File: src/rtl/core/srr_pkg.sv
package srr_pkg;

    localparam int SEQ_W          = 32;
    localparam int FLAG_W         = 8;
    localparam int ACT_W          = 3;
    localparam int WS_W           = 5;
    localparam int MAX_WINDOW_DEF = 16;

    localparam logic [WS_W-1:0]   WS_RESET    = 5'd16;

    localparam logic [FLAG_W-1:0] FLAG_EOF    = 8'd10;
    localparam logic [FLAG_W-1:0] FLAG_DATA_A = 8'd16;
    localparam logic [FLAG_W-1:0] FLAG_DATA_B = 8'd17;
    localparam logic [FLAG_W-1:0] FLAG_DATA_C = 8'd18;

    typedef enum logic [ACT_W-1:0] {
        ACT_DELIVER_IN   = 3'd0,
        ACT_STORE        = 3'd1,
        ACT_DELIVER_SLOT = 3'd2,
        ACT_RR           = 3'd3,
        ACT_SREJ         = 3'd4,
        ACT_EOF_ACK      = 3'd5
    } action_t;

endpackage

File: src/rtl/core/selective_reject_receiver.sv
// in-order data header: busy through the decode and ack states; deliver result from decode, ready from ack
// early data header: busy through decode, the 32-step bit-serial modulo unit, store and, for a first gap, reject
// gap-filling header / end of file: decode, modulo unit, then one drain step per delivered slot (at most MAX_WINDOW)
// a new transaction is taken in the first idle cycle after busy drops; at most one result per cycle
// results are strobed for one cycle and cannot be stalled by the receiver side
// async active-low reset: window 16, next expected 1, highest seen 0, all slots empty
module selective_reject_receiver
    import srr_pkg::*;
#(
    parameter int MAX_WINDOW = MAX_WINDOW_DEF
) (
    input  logic              clk,
    input  logic              rst_n,
    input  logic              start,
    input  logic [SEQ_W-1:0]  seq_num,
    input  logic [FLAG_W-1:0] packet_flag,
    input  logic              window_size_we,
    input  logic [WS_W-1:0]   window_size,
    output logic              busy,
    output logic              action_valid,
    output logic [ACT_W-1:0]  action
);

    // slot index, effective window and helper widths
    localparam int SLOT_W = (MAX_WINDOW > 1) ? $clog2(MAX_WINDOW) : 1;
    localparam int WIN_W  = $clog2(MAX_WINDOW + 1);
    localparam int EW     = (WIN_W > WS_W) ? WIN_W : WS_W;
    localparam int CNT_W  = $clog2(SEQ_W);
    localparam int STEP_W = $clog2(MAX_WINDOW + 1);

    // sequencer states
    typedef enum logic [6:0] {
        S_IDLE   = 7'b0000001,
        S_DECODE = 7'b0000010,
        S_MOD    = 7'b0000100,
        S_STORE  = 7'b0001000,
        S_SREJ   = 7'b0010000,
        S_RR     = 7'b0100000,
        S_DRAIN  = 7'b1000000
    } state_t;

    state_t              state_reg, state_next;
    logic [WS_W-1:0]     ws_reg, ws_next;
    logic [SEQ_W-1:0]    ne_reg, ne_next;          // next expected sequence number
    logic [SEQ_W-1:0]    hs_reg, hs_next;          // highest sequence number seen
    logic                slot_valid_reg [MAX_WINDOW];
    logic                slot_valid_next [MAX_WINDOW];
    logic                reorder_reg, reorder_next;
    logic                finished_reg, finished_next;
    logic [SEQ_W-1:0]    seq_reg, seq_next;        // header seq, then modulo dividend
    logic [FLAG_W-1:0]   flag_reg, flag_next;
    logic [WIN_W-1:0]    rem_reg, rem_next;        // modulo remainder, then walking slot
    logic [CNT_W-1:0]    bit_cnt_reg, bit_cnt_next;
    logic [STEP_W-1:0]   step_reg, step_next;
    logic                srej_pend_reg, srej_pend_next;
    logic                mod_store_reg, mod_store_next;
    action_t             act_reg, act_next;
    logic                act_vld_reg, act_vld_next;

    logic [EW-1:0]       ws_ext;
    logic [EW-1:0]       weff_ext;
    logic [WIN_W-1:0]    win_eff;
    logic [WIN_W:0]      trial;
    logic [WIN_W-1:0]    rem_step;
    logic [WIN_W:0]      slot_inc;
    logic [WIN_W-1:0]    slot_adv;
    logic [SEQ_W-1:0]    ne_inc;
    logic [SLOT_W-1:0]   cur_slot;
    logic                is_data;
    logic                drain_go;

    // effective window: zero reads as one, clamp to the slot count
    always_comb
    begin
        ws_ext = EW'(ws_reg);
        if (ws_ext == '0)
        begin
            weff_ext = EW'(1);
        end
        else if (ws_ext > EW'(MAX_WINDOW))
        begin
            weff_ext = EW'(MAX_WINDOW);
        end
        else
        begin
            weff_ext = ws_ext;
        end
        win_eff = weff_ext[WIN_W-1:0];
    end

    // shared compare/subtract unit: one remainder bit per cycle, msb first
    always_comb
    begin
        trial = {rem_reg, seq_reg[SEQ_W-1]};
        if (trial >= {1'b0, win_eff})
        begin
            rem_step = WIN_W'(trial - {1'b0, win_eff});
        end
        else
        begin
            rem_step = trial[WIN_W-1:0];
        end
    end

    // slot of next_expected + 1, wrapping to zero at the window end and forced to zero when the sequence number wraps
    assign ne_inc   = ne_reg + SEQ_W'(1);
    assign slot_inc = {1'b0, rem_reg} + (WIN_W + 1)'(1);
    assign slot_adv = ((ne_inc == '0) || (slot_inc == {1'b0, win_eff})) ?
                      '0 : slot_inc[WIN_W-1:0];
    assign cur_slot = rem_reg[SLOT_W-1:0];

    assign is_data  = (flag_reg == FLAG_DATA_A) || (flag_reg == FLAG_DATA_B) ||
                      (flag_reg == FLAG_DATA_C);

    // flush walk goes on while the next expected slot is filled, up to the highest seen and MAX_WINDOW steps
    assign drain_go = (step_reg != STEP_W'(MAX_WINDOW)) && (ne_reg <= hs_reg) &&
                      slot_valid_reg[cur_slot];

    always_comb
    begin
        state_next      = state_reg;
        ws_next         = window_size_we ? window_size : ws_reg;
        ne_next         = ne_reg;
        hs_next         = hs_reg;
        slot_valid_next = slot_valid_reg;
        reorder_next    = reorder_reg;
        finished_next   = finished_reg;
        seq_next        = seq_reg;
        flag_next       = flag_reg;
        rem_next        = rem_reg;
        bit_cnt_next    = bit_cnt_reg;
        step_next       = step_reg;
        srej_pend_next  = srej_pend_reg;
        mod_store_next  = mod_store_reg;
        act_next        = act_reg;
        act_vld_next    = 1'b0;

        unique case (state_reg)
            S_IDLE:
            begin
                if (start)
                begin
                    seq_next   = seq_num;
                    flag_next  = packet_flag;
                    state_next = S_DECODE;
                end
            end

            S_DECODE:
            begin
                rem_next       = '0;
                bit_cnt_next   = CNT_W'(SEQ_W - 1);
                step_next      = '0;
                srej_pend_next = 1'b0;
                state_next     = S_IDLE;
                if (!finished_reg)
                begin
                    if (flag_reg == FLAG_EOF)
                    begin
                        // flush from the current expected number
                        seq_next       = ne_reg;
                        mod_store_next = 1'b0;
                        state_next     = S_MOD;
                    end
                    else if (is_data)
                    begin
                        if (seq_reg == ne_reg)
                        begin
                            act_next     = ACT_DELIVER_IN;
                            act_vld_next = 1'b1;
                            ne_next      = ne_inc;
                            if (!reorder_reg)
                            begin
                                hs_next    = seq_reg;
                                state_next = S_RR;
                            end
                            else
                            begin
                                // gap filled: find the slot of the new expected number
                                seq_next       = ne_inc;
                                mod_store_next = 1'b0;
                                state_next     = S_MOD;
                            end
                        end
                        else if (seq_reg > ne_reg)
                        begin
                            if (seq_reg > hs_reg)
                            begin
                                hs_next = seq_reg;
                            end
                            srej_pend_next = !reorder_reg;
                            reorder_next   = 1'b1;
                            mod_store_next = 1'b1;
                            state_next     = S_MOD;
                        end
                    end
                end
            end

            S_MOD:
            begin
                seq_next     = {seq_reg[SEQ_W-2:0], 1'b0};
                rem_next     = rem_step;
                bit_cnt_next = bit_cnt_reg - CNT_W'(1);
                if (bit_cnt_reg == '0)
                begin
                    state_next = mod_store_reg ? S_STORE : S_DRAIN;
                end
            end

            S_STORE:
            begin
                slot_valid_next[cur_slot] = 1'b1;
                act_next     = ACT_STORE;
                act_vld_next = 1'b1;
                state_next   = srej_pend_reg ? S_SREJ : S_IDLE;
            end

            S_SREJ:
            begin
                act_next     = ACT_SREJ;
                act_vld_next = 1'b1;
                state_next   = S_IDLE;
            end

            S_RR:
            begin
                act_next     = ACT_RR;
                act_vld_next = 1'b1;
                state_next   = S_IDLE;
            end

            S_DRAIN:
            begin
                act_vld_next = 1'b1;
                if (drain_go)
                begin
                    slot_valid_next[cur_slot] = 1'b0;
                    act_next  = ACT_DELIVER_SLOT;
                    ne_next   = ne_inc;
                    rem_next  = slot_adv;
                    step_next = step_reg + STEP_W'(1);
                end
                else
                begin
                    state_next = S_IDLE;
                    if (flag_reg == FLAG_EOF)
                    begin
                        act_next      = ACT_EOF_ACK;
                        finished_next = 1'b1;
                    end
                    else if (ne_reg <= hs_reg)
                    begin
                        act_next = ACT_SREJ;
                    end
                    else
                    begin
                        act_next     = ACT_RR;
                        reorder_next = 1'b0;
                    end
                end
            end

            default:
            begin
                state_next = S_IDLE;
            end
        endcase
    end

    // control state
    always_ff @(posedge clk or negedge rst_n)
    begin
        if (!rst_n)
        begin
            state_reg      <= S_IDLE;
            ws_reg         <= WS_RESET;
            ne_reg         <= SEQ_W'(1);
            hs_reg         <= '0;
            slot_valid_reg <= '{default: 1'b0};
            reorder_reg    <= 1'b0;
            finished_reg   <= 1'b0;
            act_vld_reg    <= 1'b0;
        end
        else
        begin
            state_reg      <= state_next;
            ws_reg         <= ws_next;
            ne_reg         <= ne_next;
            hs_reg         <= hs_next;
            slot_valid_reg <= slot_valid_next;
            reorder_reg    <= reorder_next;
            finished_reg   <= finished_next;
            act_vld_reg    <= act_vld_next;
        end
    end

    // datapath, no reset needed
    always_ff @(posedge clk)
    begin
        seq_reg       <= seq_next;
        flag_reg      <= flag_next;
        rem_reg       <= rem_next;
        bit_cnt_reg   <= bit_cnt_next;
        step_reg      <= step_next;
        srej_pend_reg <= srej_pend_next;
        mod_store_reg <= mod_store_next;
        act_reg       <= act_next;
    end

    assign busy         = (state_reg != S_IDLE);
    assign action_valid = act_vld_reg;
    assign action       = act_reg;

endmodule

File: config.mk
export PLATFORM = sky130hd
export DESIGN_NAME = selective_reject_receiver
export DESIGN_NICKNAME = d
export VERILOG_FILES = /design/src/rtl/core/srr_pkg.sv /design/src/rtl/core/selective_reject_receiver.sv
export SDC_FILE = /design/constraint.sdc
export NUM_CORES = 1
export LEC_CHECK = 0
export ABC_AREA = 0
export BUFFER_PORTS_ARGS = -buffer_cell sky130_fd_sc_hd__buf_2
export CAP_MARGIN = 20
export CORE_MARGIN = 2
export CORE_UTILIZATION = 62
export CTS_BUF_LIST = sky130_fd_sc_hd__clkbuf_16
export DETAILED_ROUTE_END_ITERATION = 12
export PLACE_DENSITY = 0.8
export SYNTH_ARGS = -nofsm -noshare
export SYNTH_HDL_FRONTEND = slang
export SYNTH_SLANG_ARGS = --single-unit
File: constraint.sdc
create_clock -name clk -period 6.9 [get_ports clk]
set_clock_uncertainty 0.15 [all_clocks]
set_input_delay 0.69 -clock clk [delete_from_list [all_inputs] [get_ports clk]]
set_output_delay 0.69 -clock clk [all_outputs]
set_load 0.02 [all_outputs]
# Word-level counts from Yosys, hierarchy flattened
# Index checks and enable logic that the tools add are counted.
# word_totals
reg_bits	155
inputBits	49
out_inout_bits	5
elab_cells	188
# classes
addsub	5
magnitude_cmp	7
n_eq_ne	32
muxes	70
n_bitwise	9
n_reduce_logical	34
# op_table
cell	n
$mux 32	15
$pmux 32 s3	1
$gt 32x32->1	2
$pmux 32 s2	1
$mux 7	8
$mux 5	7
$pmux 7 s5	1
$add 32x1->32 const B	1
$eq 32x32->1	1
$le 32x32->1	1
$logic_not 32->1	1
$pmux 16 s2	1
$ne 2x2->1 const B	13
$eq 8x5->1 const B	3
$mux 3	8
$pmux 5 s2	2
$mux 1	18
$and 16x16->16	1
$mux 16	1
$not 16->16	1
$or 16x16->16	1
$pmux 3 s5	1
$pmux 5 s3	1
$reduce_and 6->1	2
other kinds (41)	65

# Longest topological paths before layout
# depth
depth_word	9
mapped_depth	13
ltp_nobuf	12

# Worst setup path before layout
# OpenSTA, ideal clock, no wires.
# synth_path
path_kind	register to register
start	register ne_reg[16]
end	register seq_reg[0] (enable)
setup_time_ps	474
arrival_time_ps	4380
setup_slack_ps	1896
path_stages_with_launch	9
path_cell_list	dfrtp_1 -> buf_1 -> inv_1 -> ha_1 -> nand4_1 -> nor4_1 -> and3_1 -> a31oi_1 -> a221oi_1
# synth_between
elab_chain_len	3
# synth_lines
element	line	text
start: declaration	selective_reject_receiver.sv:44	logic [SEQ_W-1:0] ne_reg, ne_next;
start signal: assignment	selective_reject_receiver.sv:289	ne_reg <= ne_next;
$eq 32x32->1	selective_reject_receiver.sv:167	if (seq_reg == ne_reg)
$ne 3x3->1 (no source line)	-	
$reduce_and 6->1 (no source line)	-	
end signal: assignment	selective_reject_receiver.sv:301	seq_reg <= seq_next;
end: declaration	selective_reject_receiver.sv:50	logic [SEQ_W-1:0] seq_reg, seq_next;
# Every way passes these cells.
# A chain may end at the register's enable or synchronous reset.

# Final worst setup path
# layout_path
start	register ne_reg[16]
end	register hs_reg[4]
# layout_between
elab_chain_len	3
elab_cells_between_ends	7
# layout_lines
element	line	text
$gt 32x32->1 or $eq 32x32->1 (tied branches)	selective_reject_receiver.sv:185, selective_reject_receiver.sv:167	
$reduce_bool 2->1 (no source line) or $ne 2x2->1 (tied branches)	-	
$reduce_and 7->1 (no source line)	-	
end signal: assignment	selective_reject_receiver.sv:290	hs_reg <= hs_next;
end: declaration	selective_reject_receiver.sv:45	logic [SEQ_W-1:0] hs_reg, hs_next;
# Parallel ways exist; a longest one is shown, timed or not.

==> flow_summary.yaml <==
timing:
  rsz0062_at_grt: "false"
  slew_headroom_pct: 28.8
  setup-tns-final_ns: 0
  fin_crit_sh_pct: 59.9
  tightest_slew_ns: 1.07
  max_freq_mhz: 242
  hold_viol: 0
  period_minus_slack_ns: 4.14
  maxSlewViolCount: 0
  final-setup-viol-count: 0
power_and_ir_drop:
  p_per_area_nw_per_um2: 259
  p_leak_uw: 0.00512
  irDropWorstVdd_mv: 0.185
  power_uw: 3270
floorplanning:
  top_level_ports: 54
  die_h_um: 141
  die_w_um: 141
  initial_core_util_pct: 62.9
  die_area_um2: 20000
  num_rows: 50
  core-area_um2: 18600
drt:
  drt_drc_violations_left: 0
  via_per_inst: 6.85
  dr.first_iter.drc_count: 1293
  routedWlPerCell_um: 21.5
  wl_um: 32500
  firstDrtPassIters: 8
  vias: 10300
  postRouteAntennaNets: 0
cts:
  cts-htree-levels: 4
  cts_num_sinks: 155
  clk_transition_reported_paths_ns: 0.07
  cts_made_buffers: 17
  cts-root-buf: "clkbuf_16"
  cts_resized: 0
  clock_latency_ns: 0.44
  postCtsHoldBufs: 0
  max-clock-path-buffers: 2
  cts_tree: "yes"
  cts_setup_buffers: 0
synthesis:
  synth.net_count: 1418
  netlist_area_um2: 11700
  postSynthAreaPerCell_um2: 9.29
  synth-edff-count: 60
  async_reset_ff_share_pct: 61.3
  ys_seq_area_share_pct: 35.8
  synth_seq_cells: 155
  ys.flop_type: "dfrtp_1"
  syn_inst: 1259
  ys_types: 74
  ys_warn_count: 0
setup_path:
  crit_type: "reg2reg"
  end_kind: "flop"
  path_max_fanout: 32
  crit_arrival_ns: 4.31
  cp.required_ns: 7.07
  start_kind: "flop"
global_route:
  grt_start_max_net_pins: 51
  track_usage_pct: 33.5
  grt-ovfl-total: 0
  antenna_found_initial: 0
  grt_pass1_wl_um: 52900
  grt_pass1_vias: 10100
worst_hold_path:
  hp-class: "in2async"
final_layout:
  fin_cells: 1510
  drive_above_1_share_pct: 12.8
  regArea_um2: 4180
  num-nets-final: 1422
  syn2layout_area_growth_pct: 7.88
  multi_input_area_um2: 6890
  num-fill-cells: 1462
  antenna_cells: 0
place:
  gp_congestion: 0.981
  dp_hpwl_um: 22500
  port_buffers: 53
  placed_cells: 1477
run:
  max_cap_violations: 0
outcome:
  status: "finished clean"
-- report_power, final --
| group | switching, µW | internal [µW] | total [µW] |
|---|---|---|---|
| Combinational | 675 | 372 | 1050 |
| Sequential | 139 | 1130 | 1270 |
| Clock | 439 | 512 | 951 |
| Total | 1250 | 2010 | 3270 |
-- synthesized netlist by cell type (all sizes together) (4+ instances only) --
master | n | share of area [%]
a2111oi | 5 | 0.54
a211oi | 5 | 0.32
a21o | 7 | 0.45
a21oi | 74 | 3.2
a221oi | 6 | 0.45
a22oi | 30 | 1.9
a311oi | 5 | 0.37
a31oi | 17 | 0.91
a41oi | 9 | 0.67
and2 | 6 | 0.32
and3 | 21 | 1.1
and4 | 7 | 0.54
buf | 12 | 0.86
clkbuf | 68 | 2.2
dfrtp | 92 | 20
edfxtp | 60 | 15
ha | 109 | 12
inv | 82 | 2.6
mux2 | 37 | 4.5
mux2i | 6 | 0.51
mux4 | 4 | 0.77
nand2 | 85 | 2.7
nand2b | 8 | 0.43
nand3 | 67 | 2.9
nand4 | 37 | 2.0
nand4b | 4 | 0.30
nor2 | 72 | 2.3
nor2b | 6 | 0.32
nor3 | 56 | 2.4
nor4 | 19 | 1.1
o2111ai | 4 | 0.30
o211ai | 24 | 1.5
o21a | 5 | 0.32
o21ai | 54 | 2.3
o21bai | 6 | 0.39
o311ai | 17 | 1.3
o31ai | 17 | 1.1
or2 | 5 | 0.27
or3 | 7 | 0.37
or4 | 5 | 0.36
xnor2 | 50 | 3.7
xor2 | 6 | 0.45
-- final cells by class --
type                       instances  share of cell area [%]
multi-input combinational        942                    54.6
sequential                       155                    33.2
clock buffer                      17                    3.37
timing repair buffer              65                    2.84
inverter                          82                    2.44
tap                              234                    2.32
clock inverter                    15                    1.23
-- cell usage in the layout (no fill, tap or decap), drive strengths merged, types with 30 or more instances in the layout --
master / n
buf: 65
nand2: 85
inv: 92
nor2: 72
a22oi: 30
nand3: 67
nand4: 37
mux2: 37
nor3: 56
edfxtp: 60
xnor2: 50
dfrtp: 92
o21ai: 54
a21oi: 74
ha: 109
-- worst paths after layout --
check	startpoint	end	slack (ns)	depth (start not counted)
max in group asynchronous	rst_n	ne_reg[26]$_DFFE_PN0P_	5.32	2
setup / recovery	ne_reg[16]$_DFFE_PN0P_	hs_reg[4]$_DFFE_PN0P_	2.76	9
hold reg to reg	hs_reg[14]$_DFFE_PN0P_	hs_reg[14]$_DFFE_PN0P_	0.37	1
hold / removal	rst_n	ne_reg[10]$_DFFE_PN0P_	0.09	1
min in group clk	packet_flag[4]	flag_reg[4]$_DFFE_PP_	0.27	1
setup reg to reg	ne_reg[16]$_DFFE_PN0P_	hs_reg[4]$_DFFE_PN0P_	2.76	9
-- critical path: stages, from the launching register on --
cell	delay (ns)
dfrtp_1	0.62
inv_1	0.18
ha_1	0.32
nand4_1	0.22
nor4_1	0.69
a221oi_1	0.18
o211a_1	0.22
a21bo_4	0.25
o41a_4	0.75
mux2_4	0.40
-- cell families after synthesis --
logic type / synth area share [%]
and+or+nand+nor: 18.3
muxes: 5.78
buffers and inverters: 5.67
AOI/OAI and AO/OA: 18.3
xor gates and xnor gates: 4.39
adders and majority gates: 11.8
DFF: 35.8
-- per-layer routing --
metal	routed length (µm)	track usage, %	part of all wire [%]
met1	13500	44.8	42
met2	15300	54.2	47
met3	2590	6.45	8.0
met4	1070	13.1	3.3
met5	0	0	0
-- metrics by stage --
stage / setup WS, ns / util (%) / instance area, µm² / hold WS, ns
floorplan: 1.90 / - / 11700 / 0.244
global placement: 2.93 / 64.7 / 12000 / 0.340
detailed placement: 2.84 / 64.7 / 12000 / 0.311
CTS: 2.83 / 67.8 / 12600 / 0.113
global route: 2.59 / 67.9 / 12600 / 0.152
finish: 2.76 / 67.9 / 12600 / 0.0904
No activity file was read; power rests on OpenSTA's default activity.
